### src/hdl/pcc_pkg.sv
`timescale 1ns / 1ps

package pcc_pkg;

  localparam int MS_TICKS = 1000;
  localparam int DAC_BITS = 14;

  localparam int BYTE_W  = 8;
  localparam int VALUE_W = 14;
  localparam int KIND_W  = 3;
  localparam int COUNT_W = 16;
  localparam int WAIT_W  = 18;
  localparam int MS_W    = $clog2(MS_TICKS + 1);
  localparam int SUM_W   = BYTE_W + MS_W + 2;

  localparam logic [COUNT_W-1:0] HEIGHT_MAX = 16'd15084;
  localparam logic [COUNT_W-1:0] DAC_MASK   = COUNT_W'((32'd1 << DAC_BITS) - 32'd1);
  localparam logic [SUM_W-1:0]   WAIT_MAX   = SUM_W'((32'd1 << WAIT_W) - 32'd1);

  localparam int QDEPTH = 4;
  localparam int QAW    = $clog2(QDEPTH);

  localparam logic [BYTE_W-1:0] CH_G_UP  = 8'h47;
  localparam logic [BYTE_W-1:0] CH_AT    = 8'h40;
  localparam logic [BYTE_W-1:0] CH_H_UP  = 8'h48;
  localparam logic [BYTE_W-1:0] CH_L_UP  = 8'h4C;
  localparam logic [BYTE_W-1:0] CH_M_UP  = 8'h4D;
  localparam logic [BYTE_W-1:0] CH_P_UP  = 8'h50;
  localparam logic [BYTE_W-1:0] CH_D     = 8'h64;
  localparam logic [BYTE_W-1:0] CH_E     = 8'h65;
  localparam logic [BYTE_W-1:0] CH_U     = 8'h75;
  localparam logic [BYTE_W-1:0] CH_G     = 8'h67;
  localparam logic [BYTE_W-1:0] CH_A     = 8'h61;
  localparam logic [BYTE_W-1:0] CH_X     = 8'h78;
  localparam logic [BYTE_W-1:0] CH_Y     = 8'h79;
  localparam logic [BYTE_W-1:0] CH_Z     = 8'h7A;
  localparam logic [BYTE_W-1:0] CH_X_UP  = 8'h58;
  localparam logic [BYTE_W-1:0] CH_Y_UP  = 8'h59;
  localparam logic [BYTE_W-1:0] CH_Z_UP  = 8'h5A;

  typedef enum logic [KIND_W-1:0] {
    KIND_DAC    = 3'd0,
    KIND_COARSE = 3'd1,
    KIND_FINE   = 3'd2,
    KIND_PULSE  = 3'd3,
    KIND_REPLY  = 3'd4,
    KIND_STOP   = 3'd5
  } kind_t;

  typedef struct packed {
    logic [KIND_W-1:0]  kind;
    logic [VALUE_W-1:0] value;
    logic               trigger_enabled;
    logic               led_on;
  } res_t;

  typedef struct packed {
    res_t first;
    res_t second;
    logic two;
  } entry_t;

  typedef struct packed {
    logic   valid;
    entry_t entry;
  } qport_t;

endpackage

### src/hdl/pcc_front.sv
`timescale 1ns / 1ps

module pcc_front (
  input  logic                  clk,
  input  logic                  rst,
  input  logic                  accept,
  input  logic                  func,
  input  logic [7:0]            rx_byte,
  output pcc_pkg::qport_t       push
);
  import pcc_pkg::*;

  typedef enum logic [10:0] {
    PS_HUNT   = 11'b000_0000_0001,
    PS_AT     = 11'b000_0000_0010,
    PS_CMD    = 11'b000_0000_0100,
    PS_CNT_LO = 11'b000_0000_1000,
    PS_CNT_HI = 11'b000_0001_0000,
    PS_HGT_HI = 11'b000_0010_0000,
    PS_HGT_LO = 11'b000_0100_0000,
    PS_COARSE = 11'b000_1000_0000,
    PS_FINE   = 11'b001_0000_0000,
    PS_PER_MS = 11'b010_0000_0000,
    PS_PER_US = 11'b100_0000_0000
  } parse_t;

  typedef enum logic [2:0] {
    RM_IDLE    = 3'b001,
    RM_COUNTED = 3'b010,
    RM_CONT    = 3'b100
  } run_t;

  parse_t              parse_state, parse_state_next;
  run_t                run_mode, run_mode_next;
  logic [BYTE_W-1:0]   count_high, count_high_next;
  logic [BYTE_W-1:0]   count_low, count_low_next;
  logic [BYTE_W-1:0]   height_high, height_high_next;
  logic [BYTE_W-1:0]   height_low, height_low_next;
  logic [BYTE_W-1:0]   period_ms, period_ms_next;
  logic [BYTE_W-1:0]   period_us, period_us_next;
  logic [COUNT_W-1:0]  pulses_left, pulses_left_next;
  logic [WAIT_W-1:0]   wait_ticks, wait_ticks_next;
  logic                trigger_on, trigger_on_next;
  logic                lamp_on, lamp_on_next;

  logic [SUM_W-1:0]    wait_sum;
  logic [WAIT_W-1:0]   wait_load;
  logic [COUNT_W-1:0]  count_prod;
  logic [COUNT_W-1:0]  height_word;
  logic [COUNT_W-1:0]  dac_word;

  logic                stop_fire;
  logic                cmd_fire;
  res_t                stop_res;
  res_t                cmd_res;
  logic                running;
  logic                stop_now;

  assign wait_sum  = SUM_W'(period_ms) * SUM_W'(MS_TICKS) + SUM_W'({period_us, 2'b00});
  assign wait_load = (wait_sum > WAIT_MAX) ? WAIT_MAX[WAIT_W-1:0] : wait_sum[WAIT_W-1:0];
  assign count_prod  = COUNT_W'(count_high) * COUNT_W'(count_low);
  assign height_word = (({height_high, height_low}) > HEIGHT_MAX) ? HEIGHT_MAX
                                                                  : {height_high, height_low};
  assign dac_word    = height_word & DAC_MASK;
  assign running     = (run_mode == RM_COUNTED) || (run_mode == RM_CONT);

  always_comb begin
    parse_state_next = parse_state;
    run_mode_next    = run_mode;
    count_high_next  = count_high;
    count_low_next   = count_low;
    height_high_next = height_high;
    height_low_next  = height_low;
    period_ms_next   = period_ms;
    period_us_next   = period_us;
    pulses_left_next = pulses_left;
    wait_ticks_next  = wait_ticks;
    trigger_on_next  = trigger_on;
    lamp_on_next     = lamp_on;
    stop_fire        = 1'b0;
    cmd_fire         = 1'b0;
    stop_res         = '0;
    cmd_res          = '0;
    stop_now         = 1'b0;

    if (func) begin
      // tick
      if (running) begin
        if (wait_ticks > WAIT_W'(1)) begin
          wait_ticks_next = wait_ticks - WAIT_W'(1);
        end else begin
          wait_ticks_next = '0;
          if (run_mode == RM_COUNTED) begin
            if (pulses_left != '0) begin
              pulses_left_next = pulses_left - COUNT_W'(1);
            end
            if (pulses_left_next == '0) begin
              stop_now = 1'b1;
            end
          end
          if (stop_now) begin
            run_mode_next    = RM_IDLE;
            trigger_on_next  = 1'b0;
            pulses_left_next = '0;
            stop_fire        = 1'b1;
            stop_res         = '{kind: KIND_STOP, value: '0, trigger_enabled: 1'b0,
                                 led_on: lamp_on};
          end else begin
            wait_ticks_next = wait_load;
            cmd_fire        = 1'b1;
            cmd_res         = '{kind: KIND_PULSE, value: '0, trigger_enabled: trigger_on,
                                led_on: lamp_on};
          end
        end
      end
    end else begin
      // received byte: stop any run, then parse
      if (running) begin
        if (run_mode == RM_CONT) begin
          lamp_on_next = 1'b0;
        end
        trigger_on_next  = 1'b0;
        pulses_left_next = '0;
        wait_ticks_next  = '0;
        stop_fire        = 1'b1;
        stop_res         = '{kind: KIND_STOP, value: '0, trigger_enabled: 1'b0,
                             led_on: lamp_on_next};
      end
      run_mode_next = RM_IDLE;

      unique case (parse_state)
        PS_AT: begin
          parse_state_next = (rx_byte == CH_AT) ? PS_CMD : PS_HUNT;
        end
        PS_CMD: begin
          parse_state_next = PS_HUNT;
          unique case (rx_byte)
            CH_G_UP: parse_state_next = PS_CNT_LO;
            CH_H_UP: parse_state_next = PS_CNT_HI;
            CH_L_UP: parse_state_next = PS_HGT_HI;
            CH_M_UP: parse_state_next = PS_HGT_LO;
            CH_D:    parse_state_next = PS_COARSE;
            CH_E:    parse_state_next = PS_FINE;
            CH_U:    parse_state_next = PS_PER_MS;
            CH_P_UP: begin
              cmd_fire = 1'b1;
              cmd_res  = '{kind: KIND_DAC, value: dac_word[VALUE_W-1:0],
                           trigger_enabled: trigger_on_next, led_on: lamp_on_next};
            end
            CH_X: begin
              cmd_fire = 1'b1;
              cmd_res  = '{kind: KIND_REPLY, value: VALUE_W'(CH_X_UP),
                           trigger_enabled: trigger_on_next, led_on: lamp_on_next};
            end
            CH_Y: begin
              cmd_fire = 1'b1;
              cmd_res  = '{kind: KIND_REPLY, value: VALUE_W'(CH_Y_UP),
                           trigger_enabled: trigger_on_next, led_on: lamp_on_next};
            end
            CH_Z: begin
              cmd_fire = 1'b1;
              cmd_res  = '{kind: KIND_REPLY, value: VALUE_W'(CH_Z_UP),
                           trigger_enabled: trigger_on_next, led_on: lamp_on_next};
            end
            CH_G: begin
              pulses_left_next = (count_prod == '0) ? COUNT_W'(1) : count_prod;
              run_mode_next    = RM_COUNTED;
              trigger_on_next  = 1'b1;
              lamp_on_next     = 1'b1;
              wait_ticks_next  = wait_load;
              cmd_fire         = 1'b1;
              cmd_res          = '{kind: KIND_PULSE, value: '0, trigger_enabled: 1'b1,
                                   led_on: 1'b1};
            end
            CH_A: begin
              pulses_left_next = '0;
              run_mode_next    = RM_CONT;
              trigger_on_next  = 1'b1;
              lamp_on_next     = 1'b1;
              wait_ticks_next  = wait_load;
              cmd_fire         = 1'b1;
              cmd_res          = '{kind: KIND_PULSE, value: '0, trigger_enabled: 1'b1,
                                   led_on: 1'b1};
            end
            default: parse_state_next = PS_HUNT;
          endcase
        end
        PS_CNT_LO: begin
          count_low_next   = rx_byte;
          parse_state_next = PS_HUNT;
        end
        PS_CNT_HI: begin
          count_high_next  = rx_byte;
          parse_state_next = PS_HUNT;
        end
        PS_HGT_HI: begin
          height_high_next = rx_byte;
          parse_state_next = PS_HUNT;
        end
        PS_HGT_LO: begin
          height_low_next  = rx_byte;
          parse_state_next = PS_HUNT;
        end
        PS_COARSE: begin
          parse_state_next = PS_HUNT;
          cmd_fire         = 1'b1;
          cmd_res          = '{kind: KIND_COARSE, value: VALUE_W'(rx_byte),
                               trigger_enabled: trigger_on_next, led_on: lamp_on_next};
        end
        PS_FINE: begin
          parse_state_next = PS_HUNT;
          cmd_fire         = 1'b1;
          cmd_res          = '{kind: KIND_FINE, value: VALUE_W'(rx_byte),
                               trigger_enabled: trigger_on_next, led_on: lamp_on_next};
        end
        PS_PER_MS: begin
          period_ms_next   = rx_byte;
          parse_state_next = PS_PER_US;
        end
        PS_PER_US: begin
          period_us_next   = rx_byte;
          parse_state_next = PS_HUNT;
        end
        default: begin
          parse_state_next = (rx_byte == CH_G_UP) ? PS_AT : PS_HUNT;
        end
      endcase
    end
  end

  // pack up to two results into one queue entry
  always_comb begin
    push.valid        = accept && (stop_fire || cmd_fire);
    push.entry.two    = stop_fire && cmd_fire;
    push.entry.first  = stop_fire ? stop_res : cmd_res;
    push.entry.second = cmd_res;
  end

  always_ff @(posedge clk) begin
    if (rst) begin
      parse_state <= PS_HUNT;
      run_mode    <= RM_IDLE;
      count_high  <= '0;
      count_low   <= '0;
      height_high <= '0;
      height_low  <= '0;
      period_ms   <= '0;
      period_us   <= '0;
      pulses_left <= '0;
      wait_ticks  <= '0;
      trigger_on  <= 1'b0;
      lamp_on     <= 1'b0;
    end else if (accept) begin
      parse_state <= parse_state_next;
      run_mode    <= run_mode_next;
      count_high  <= count_high_next;
      count_low   <= count_low_next;
      height_high <= height_high_next;
      height_low  <= height_low_next;
      period_ms   <= period_ms_next;
      period_us   <= period_us_next;
      pulses_left <= pulses_left_next;
      wait_ticks  <= wait_ticks_next;
      trigger_on  <= trigger_on_next;
      lamp_on     <= lamp_on_next;
    end
  end

endmodule

### src/hdl/pcc_queue.sv
`timescale 1ns / 1ps

module pcc_queue (
  input  logic             clk,
  input  logic             rst,
  input  pcc_pkg::qport_t  push,
  output logic             space,
  output pcc_pkg::qport_t  head,
  input  logic             pop
);
  import pcc_pkg::*;

  entry_t          slots [QDEPTH];
  logic [QAW-1:0]  wr_ptr;
  logic [QAW-1:0]  rd_ptr;
  logic [QAW:0]    fill;
  logic            do_pop;

  assign space      = (fill != (QAW + 1)'(QDEPTH));
  assign head.valid = (fill != '0);
  assign head.entry = slots[rd_ptr];
  assign do_pop     = pop && head.valid;

  always_ff @(posedge clk) begin
    if (push.valid) begin
      slots[wr_ptr] <= push.entry;
    end
  end

  always_ff @(posedge clk) begin
    if (rst) begin
      wr_ptr <= '0;
      rd_ptr <= '0;
      fill   <= '0;
    end else begin
      if (push.valid) begin
        wr_ptr <= wr_ptr + QAW'(1);
      end
      if (do_pop) begin
        rd_ptr <= rd_ptr + QAW'(1);
      end
      if (push.valid && !do_pop) begin
        fill <= fill + (QAW + 1)'(1);
      end else if (!push.valid && do_pop) begin
        fill <= fill - (QAW + 1)'(1);
      end
    end
  end

endmodule

### src/hdl/pcc_back.sv
`timescale 1ns / 1ps

module pcc_back (
  input  logic                        clk,
  input  logic                        rst,
  input  pcc_pkg::qport_t             head,
  output logic                        pop,
  output logic                        out_valid,
  input  logic                        out_ready,
  output logic [pcc_pkg::KIND_W-1:0]  kind,
  output logic [pcc_pkg::VALUE_W-1:0] value,
  output logic                        trigger_enabled,
  output logic                        led_on,
  output logic                        last
);
  import pcc_pkg::*;

  logic sel;
  res_t cur;

  assign cur             = sel ? head.entry.second : head.entry.first;
  assign out_valid       = head.valid;
  assign kind            = cur.kind;
  assign value           = cur.value;
  assign trigger_enabled = cur.trigger_enabled;
  assign led_on          = cur.led_on;
  assign last            = sel || !head.entry.two;
  assign pop             = out_valid && out_ready && last;

  always_ff @(posedge clk) begin
    if (rst) begin
      sel <= 1'b0;
    end else if (out_valid && out_ready) begin
      sel <= !last;
    end
  end

endmodule

### src/hdl/pulser_command_controller.sv
`timescale 1ns / 1ps
// channel  | signals                                  | direction
// input    | in_valid, in_ready, func, rx_byte        | in
// output   | out_valid, out_ready, kind, value,       | out
//          | trigger_enabled, led_on, last            |
// one item is accepted per cycle while the 4-entry result queue has room
// results leave one per cycle while out_ready is high; a byte that stops a run and yields its own result gives two
// a result appears on the output the cycle after its item enters an empty queue
// rst synchronously clears parser, run state and queue
// a stalled output fills the queue and then drops in_ready

module pulser_command_controller (
  input  logic                        clk,
  input  logic                        rst,
  input  logic                        in_valid,
  output logic                        in_ready,
  input  logic                        func,
  input  logic [7:0]                  rx_byte,
  output logic                        out_valid,
  input  logic                        out_ready,
  output logic [pcc_pkg::KIND_W-1:0]  kind,
  output logic [pcc_pkg::VALUE_W-1:0] value,
  output logic                        trigger_enabled,
  output logic                        led_on,
  output logic                        last
);
  import pcc_pkg::*;

  qport_t push;
  qport_t head;
  logic   space;
  logic   pop;
  logic   accept;

  assign in_ready = space;
  assign accept   = in_valid && in_ready;

  pcc_front u_front (
    .clk     (clk),
    .rst     (rst),
    .accept  (accept),
    .func    (func),
    .rx_byte (rx_byte),
    .push    (push)
  );

  pcc_queue u_queue (
    .clk   (clk),
    .rst   (rst),
    .push  (push),
    .space (space),
    .head  (head),
    .pop   (pop)
  );

  pcc_back u_back (
    .clk             (clk),
    .rst             (rst),
    .head            (head),
    .pop             (pop),
    .out_valid       (out_valid),
    .out_ready       (out_ready),
    .kind            (kind),
    .value           (value),
    .trigger_enabled (trigger_enabled),
    .led_on          (led_on),
    .last            (last)
  );

endmodule

### config.mk
export PLATFORM = sky130hd
export DESIGN_NAME = pulser_command_controller
export DESIGN_NICKNAME = d
export VERILOG_FILES = /design/src/hdl/pcc_pkg.sv /design/src/hdl/pcc_front.sv /design/src/hdl/pcc_queue.sv /design/src/hdl/pcc_back.sv /design/src/hdl/pulser_command_controller.sv
export SDC_FILE = /design/constraint.sdc
export NUM_CORES = 1
export LEC_CHECK = 0
export BUFFER_PORTS_ARGS = -buffer_cell sky130_fd_sc_hd__buf_4
export CAP_MARGIN = 10
export CORE_UTILIZATION = 43
export DETAILED_ROUTE_END_ITERATION = 16
export HOLD_SLACK_MARGIN = 0.06
export PLACE_DENSITY = 0.63
export SLEW_MARGIN = 15
export SYNTH_ARGS = -nofsm -noshare
export SYNTH_HDL_FRONTEND = slang
export SYNTH_HIERARCHICAL = 1
export SYNTH_SLANG_ARGS = --single-unit
### constraint.sdc
create_clock -name clk -period 4.66 [get_ports clk]
set_input_delay 0.466 -clock clk [delete_from_list [all_inputs] [get_ports clk]]
set_output_delay 0.466 -clock clk [all_outputs]
set_load 0.005 [all_outputs]
==> results of run 1 <==
## cells in the mapped netlist, drive strengths merged (12+ instances only)
cell | count | area, um^2
inv | 108 | 405
nor2b | 14 | 87.6
nor2 | 143 | 537
o21ai | 71 | 359
o21a | 14 | 105
mux4 | 39 | 878
mux2i | 58 | 581
or3 | 12 | 75.1
nor4 | 21 | 144
mux2 | 23 | 259
and2 | 74 | 463
a211oi | 13 | 97.6
a22oi | 15 | 113
xnor2 | 18 | 158
buf | 16 | 120
a21oi | 88 | 440
edfxtp | 156 | 4680
ha | 88 | 1100
nand4 | 13 | 87.6
fa | 60 | 1200
nor3 | 49 | 250
xor2 | 18 | 158
nand2b | 24 | 150
nand2 | 92 | 345
clkbuf | 62 | 233
dfxtp | 108 | 2160
nand3 | 28 | 145
## power breakdown
group          switching (mW)  internal, mW
logic                   0.375         0.219
registers              0.0323          2.46
clock network           0.985          1.27
total                    1.39          3.95
## cell families after synthesis
family                   after synthesis  share of synthesized area
AND/OR/NAND/NOR                      528                      0.165
AO/OA/AOI/OAI                        304                      0.118
flip-flops                           264                      0.411
buffers and inverters                187                     0.0457
adder cells (fa/ha/maj)              148                      0.138
multiplexers                         120                      0.103
XOR/XNOR                              36                     0.0189
## worst paths after layout
path,end,slack (ns),cells past startpoint
setup / recovery,u_front/pulses_left[0]$_SDFFE_PP0P_,-0.08,16
hold / removal,u_back/sel$_SDFFE_PP0P_,0.21,3
setup reg to reg,u_front/pulses_left[0]$_SDFFE_PP0P_,-0.08,16
hold reg to reg,u_front/trigger_on$_SDFFE_PP0P_,0.48,2
## routing by layer
metal	track usage	vias to the layer above
li1	-	6084
met1	0.281	6264
met2	0.356	286
met3	0.0292	64
met4	0.0521	0
met5	0	-
## through the flow
| step | setup WS (ns) | hold WS (ns) |
|---|---|---|
| 5_1_grt | -0.328 | 0.215 |
| 3_5_place_dp | -0.265 | 0.470 |
| 6_report | -0.0752 | 0.208 |
| 2_1_floorplan | -0.00840 | 0.454 |
| 3_3_place_gp | -0.243 | 0.464 |
| 4_1_cts | -0.0900 | 0.175 |
## sequential cells by signal, summed over array words and instances (netlist names), 8 cells and up, named ones only
| name | cells |
|---|---|
| u_queue/slots | 156 |
| u_front/parse_state | 11 |
| u_front/count_low | 8 |
| u_front/count_high | 8 |
| u_front/period_ms | 8 |
| u_front/period_us | 8 |
| u_front/wait_ticks | 18 |
| u_front/pulses_left | 16 |
| u_front/height_low | 8 |
| u_front/height_high | 8 |
## layout make-up
type / count / area share
multi-input combinational: 1136 / 0.482
inverter: 109 / 0.0206
timing repair buffer: 187 / 0.0739
clock buffer: 40 / 0.0398
sequential: 264 / 0.345
clock inverter: 14 / 0.00700
tap: 511 / 0.0319
## what timing repair did
item	4_1_cts	5_1_grt
buffers inserted	9	12
gates cloned	1	0
gates resized for setup	37	86
hold buffers	0	0
endpoints found under the setup margin	19	63
pin swaps	29	56
## worst max-delay path: cells and delay by family, from the launching register on
kind,cells,cell delay [ns]
buf+inv,2,0.12
simple gates,3,0.79
fa+ha+maj,5,2.34
mux,1,0.32
flops,1,0.36
compound gates,5,0.73
==> flow_summary_export.csv, run 1 <==
group,metric,value,unit
drt,wl_met2,19500,um
drt,maxUsedRoutingLayer,"met4",
clock_tree,cts_sinks,264,
drt,post_drt_wl_per_cell,18.1,um
global_routing,grt_antenna_before_repair,1,
cells_and_area,seq_area,0.00690,mm^2
hold_path,hp-start,"out_ready",
cells_and_area,mostFrequentLayoutCells,"buf_4, edfxtp_1, nor2_1, inv_1, nand2_1",
clock_tree,cts_tree,"built",
placed_design,dp_hpwl,28100,um
placed_design,placed_cell_area,0.0184,mm^2
synthesis,synthCells,1587,
timing,fin_ws,-0.0752,ns
clock_tree,clk_pin_slew_worst_paths,0.06,ns
worst_setup_path,r2r_start,"u_front/count_high[3]$_SDFFE_PP0P_",
synthesis,synth.distinct_cells,89,
drt,drt_iter0_markers,754,
clock_tree,root_buffer,"clkbuf_16",
clock_tree,htreeDepth,1,
worst_setup_path,slowest_stage,"fa_1",
clock_tree,numCtsBuffers,29,
worst_setup_path,critPathMaxFanout,7,
timing,worstMarginPinSlew,1.05,ns
worst_setup_path,required,5.15,ns
drt,drcViolationCount,0,
timing,post-route-min-period,4.74,ns
job,cap_viol_max_count,0,
placed_design,gp_congestion,0.882,
global_routing,grt_overflow,0,
floorplanning,core_area,0.0379,mm^2
synthesis,yosys_warnings,6,
floorplanning,die_h,199,um
floorplanning,initial_core_util,0.439,
drt,wl_met3,1880,um
timing,maxSlewHeadroom,0.301,
timing,finalHoldViolations,0,
cells_and_area,final_common_cell,"buf_4",
worst_setup_path,crit_arrival,5.22,ns
floorplanning,io_pins,35,
synthesis,yosys_most_used_dff,"edfxtp_1",
worst_setup_path,max_stage_delay,0.56,ns
timing,rsz0062_at_grt,"true",
power_and_ir_drop,p_total,5.34,mW
timing,period_share,1.02,
worst_setup_path,setup.worst_path.start_class,"register",
worst_setup_path,crit_start,"u_front/count_high[3]$_SDFFE_PP0P_",
floorplanning,die_area,0.0395,mm^2
synthesis,syn_area,0.0167,mm^2
outcome,violations,"setup timing",
clock_tree,cts_max_path_buffers,3,
drt,routed-via-count,12698,
cells_and_area,syn_to_final_growth,20.2,%
synthesis,yosysSeqAreaShare,0.411,
worst_setup_path,crit_top_cell,"fa_1",
global_routing,grt_pass1_vias,12754,
cells_and_area,final_cell_count_no_fill,2261,
timing,max_freq,211,MHz
drt,m1WireLength,18700,um
hold_path,holdCritPathClass,"input pin to register",
global_routing,grt_usage,0.210,
timing,drv_slew,0,
floorplanning,die_w,199,um
drt,ant_nets,0,
worst_setup_path,crit_type,"register to register",
cells_and_area,antenna_cells,0,
clock_tree,insertion_delay,0.58,ns
power_and_ir_drop,power_density,267,mW/mm^2
power_and_ir_drop,vdd_drop_max,0.280,mV
synthesis,syn_nets,1748,
floorplanning,num_rows,71,
cells_and_area,final_util,0.528,
cells_and_area,fin_area,0.0200,mm^2
cells_and_area,fillerInstances,3379,
placed_design,dp_cells,2187,
worst_setup_path,end_kind,"register",
cells_and_area,nets,1888,
synthesis,avgSynthCellArea,10.5,um^2
timing,setup_viol,3,
global_routing,grt_pass1_wl,66100,um
worst_setup_path,crit_chain,"and2_4 > fa_1 > fa_1 > fa_1 > inv_1 > fa_1 > inv_1 > ha_4 > nand3_2 > o221ai_2 > a21oi_2 > mux2_4 > or4_4 > o32ai_2 > a21oi_1 > a211oi_1",
drt,routed_wl,40900,um
cells_and_area,drive_above_1_share,0.246,
synthesis,ys_seq_elements,264,
placed_design,portBuffers,34,
timing,clock_skew,0.0234,ns
cells_and_area,multiInputGateArea,0.00966,mm^2
power_and_ir_drop,p_leak,7.78,nW
outcome,status,"finished with violations",
global_routing,grt_max_degree,60,
timing,fin_setup_tns,-0.149,ns
synthesis,async_reset_ff_frac,0,
drt,via_per_inst,5.62,
synthesis,synth-edff-count,156,
drt,drt_first_pass_iters,5,
Note: power is estimated with default switching activity, not from simulation.
==> run 2: changes to the inputs <==
--- a/config.mk
+++ b/config.mk
@@ -7,10 +7,10 @@
 export LEC_CHECK = 0
 export BUFFER_PORTS_ARGS = -buffer_cell sky130_fd_sc_hd__buf_4
 export CAP_MARGIN = 10
-export CORE_UTILIZATION = 43
+export CORE_UTILIZATION = 44
 export DETAILED_ROUTE_END_ITERATION = 16
 export HOLD_SLACK_MARGIN = 0.06
-export PLACE_DENSITY = 0.63
+export PLACE_DENSITY = 0.65
 export SLEW_MARGIN = 15
 export SYNTH_ARGS = -nofsm -noshare
 export SYNTH_HDL_FRONTEND = slang
==> flow_summary_export.csv, run 2 (synthesized netlist as in run 1, its figures left out) <==
group,metric,value,unit
outcome,status,"finished with violations",
outcome,violations,"setup timing",
cells_and_area,drive_above_1_share,0.243,
cells_and_area,final_common_cell,"buf_4",
clock_tree,cts_max_path_buffers,3,
hold_path,holdCritPathClass,"input pin to register",
worst_setup_path,path_buf_inv,4,
timing,max_freq,208,MHz
timing,post-route-min-period,4.80,ns
drt,drt_first_pass_iters,5,
drt,routed-via-count,12779,
cells_and_area,syn_to_final_growth,20.3,%
clock_tree,insertion_delay,0.56,ns
timing,fin_setup_tns,-0.638,ns
cells_and_area,fillerInstances,3248,
placed_design,dp_cells,2186,
cells_and_area,multiInputGateArea,0.00961,mm^2
drt,drcViolationCount,0,
worst_setup_path,crit_top_cell,"fa_1",
power_and_ir_drop,vdd_drop_max,0.257,mV
placed_design,gp_congestion,0.870,
clock_tree,root_buffer,"clkbuf_16",
timing,period_share,1.03,
clock_tree,cts_tree,"built",
global_routing,grt_pass1_wl,67600,um
timing,drv_slew,0,
floorplanning,die_h,197,um
clock_tree,clk_pin_slew_worst_paths,0.07,ns
floorplanning,core_area,0.0370,mm^2
global_routing,grt_overflow,0,
global_routing,grt_pass1_vias,12902,
timing,worstMarginPinSlew,1.06,ns
floorplanning,die_area,0.0386,mm^2
drt,routed_wl,41100,um
worst_setup_path,end_kind,"register",
floorplanning,num_rows,70,
floorplanning,io_pins,35,
drt,drt_iter0_markers,837,
global_routing,grt_antenna_before_repair,1,
cells_and_area,reg_top3,"u_queue/slots (156), u_front/wait_ticks (18), u_front/pulses_left (16)",
global_routing,grt_max_degree,61,
floorplanning,die_w,197,um
worst_setup_path,slowest_stage,"or4_4",
timing,rsz0062_at_grt,"true",
worst_setup_path,crit_type,"register to register",
placed_design,dp_hpwl,28700,um
timing,hold_slack,0.230,ns
drt,ant_nets,0,
timing,setup_viol,12,
worst_setup_path,setup.worst_path.start_class,"register",
cells_and_area,seq_area,0.00690,mm^2
drt,via_per_inst,5.64,
worst_setup_path,crit_chain,"nand2_2 > fa_1 > fa_1 > inv_2 > fa_1 > inv_1 > fa_1 > inv_2 > ha_4 > a21oi_4 > buf_6 > o31ai_4 > a21oi_2 > a311oi_2 > or4_4 > o32ai_4 > a21oi_1 > a211oi_1",
worst_setup_path,required,5.14,ns
clock_tree,hold_buffers,0,
drt,post_drt_wl_per_cell,18.2,um
placed_design,placed_cell_area,0.0184,mm^2
cells_and_area,fin_area,0.0200,mm^2
cells_and_area,nets,1898,
cells_and_area,top_register,"u_queue/slots",
clock_tree,cts_sinks,264,
worst_setup_path,crit_arrival,5.28,ns
cells_and_area,largest_register_ffs,156,
timing,finalHoldViolations,0,
timing,fin_ws,-0.138,ns
clock_tree,numCtsBuffers,28,
timing,maxSlewHeadroom,0.289,
worst_setup_path,crit_family,"adder cells",
global_routing,grt_usage,0.218,
job,cap_viol_max_count,0,
power_and_ir_drop,p_leak,7.84,nW
cells_and_area,mostFrequentLayoutCells,"buf_4, edfxtp_1, nor2_1, inv_1, dfxtp_1",
clock_tree,htreeDepth,1,
worst_setup_path,critPathMaxFanout,6,
power_and_ir_drop,power_density,270,mW/mm^2
placed_design,portBuffers,34,
floorplanning,initial_core_util,0.451,
cells_and_area,final_cell_count_no_fill,2264,
worst_setup_path,max_stage_delay,0.57,ns
timing,clock_skew,0.0188,ns
run 2: power breakdown:
part | internal, mW | switching (mW)
logic | 0.226 | 0.371
clock network | 1.38 | 0.937
registers | 2.46 | 0.0323
total | 4.07 | 1.34
run 2: timing repair:
action,CTS,global route
gates resized for setup,62,48
setup buffers,15,13
pin swaps,45,30
hold endpoints to repair,0,0
gates cloned,0,0
setup endpoints to repair,19,62
run 2: layer usage:
layer / up-vias / global-route usage / share of wire
met4: 0 / 0.0471 / 0.015
met1: 6333 / 0.295 / 0.45
li1: 6084 / - / -
met5: - / 0 / 0
met3: 48 / 0.0269 / 0.049
met2: 314 / 0.375 / 0.48
run 2: tightest hold or removal path: stages:
cell and delay (ns):
buf_4 0.09, a21bo_2 0.11, a21oi_1 0.06
run 2: through the flow:
step           power (mW)  setup WS [ns]  utilization
3_3_place_gp         3.12         -0.277        0.499
5_1_grt              5.61         -0.300        0.542
6_report             5.41         -0.138        0.542
2_1_floorplan        2.95       -0.00840            -
4_1_cts              5.44        -0.0421        0.534
3_5_place_dp         3.13         -0.259        0.499
run 2: path summary, 6_finish.rpt:
kind | slack [ns] | cells after the start | end | from
worst max-delay path | -0.14 | 18 | u_front/pulses_left[0]$_SDFFE_PP0P_ | u_front/count_low[2]$_SDFFE_PP0P_
worst min-delay path | 0.23 | 3 | u_back/sel$_SDFFE_PP0P_ | out_ready
worst max register to register | -0.14 | 18 | u_front/pulses_left[0]$_SDFFE_PP0P_ | u_front/count_low[2]$_SDFFE_PP0P_
worst min register to register | 0.49 | 2 | u_front/height_high[6]$_SDFFE_PP0P_ | u_front/height_high[6]$_SDFFE_PP0P_
run 2: cell type report:
type                       instances  share of cell area
multi-input combinational       1136               0.480
sequential                       264               0.344
timing repair buffer             198              0.0760
clock buffer                      40              0.0387
tap                              504              0.0315
inverter                         109              0.0205
clock inverter                    12             0.00942
antenna                            1            0.000125
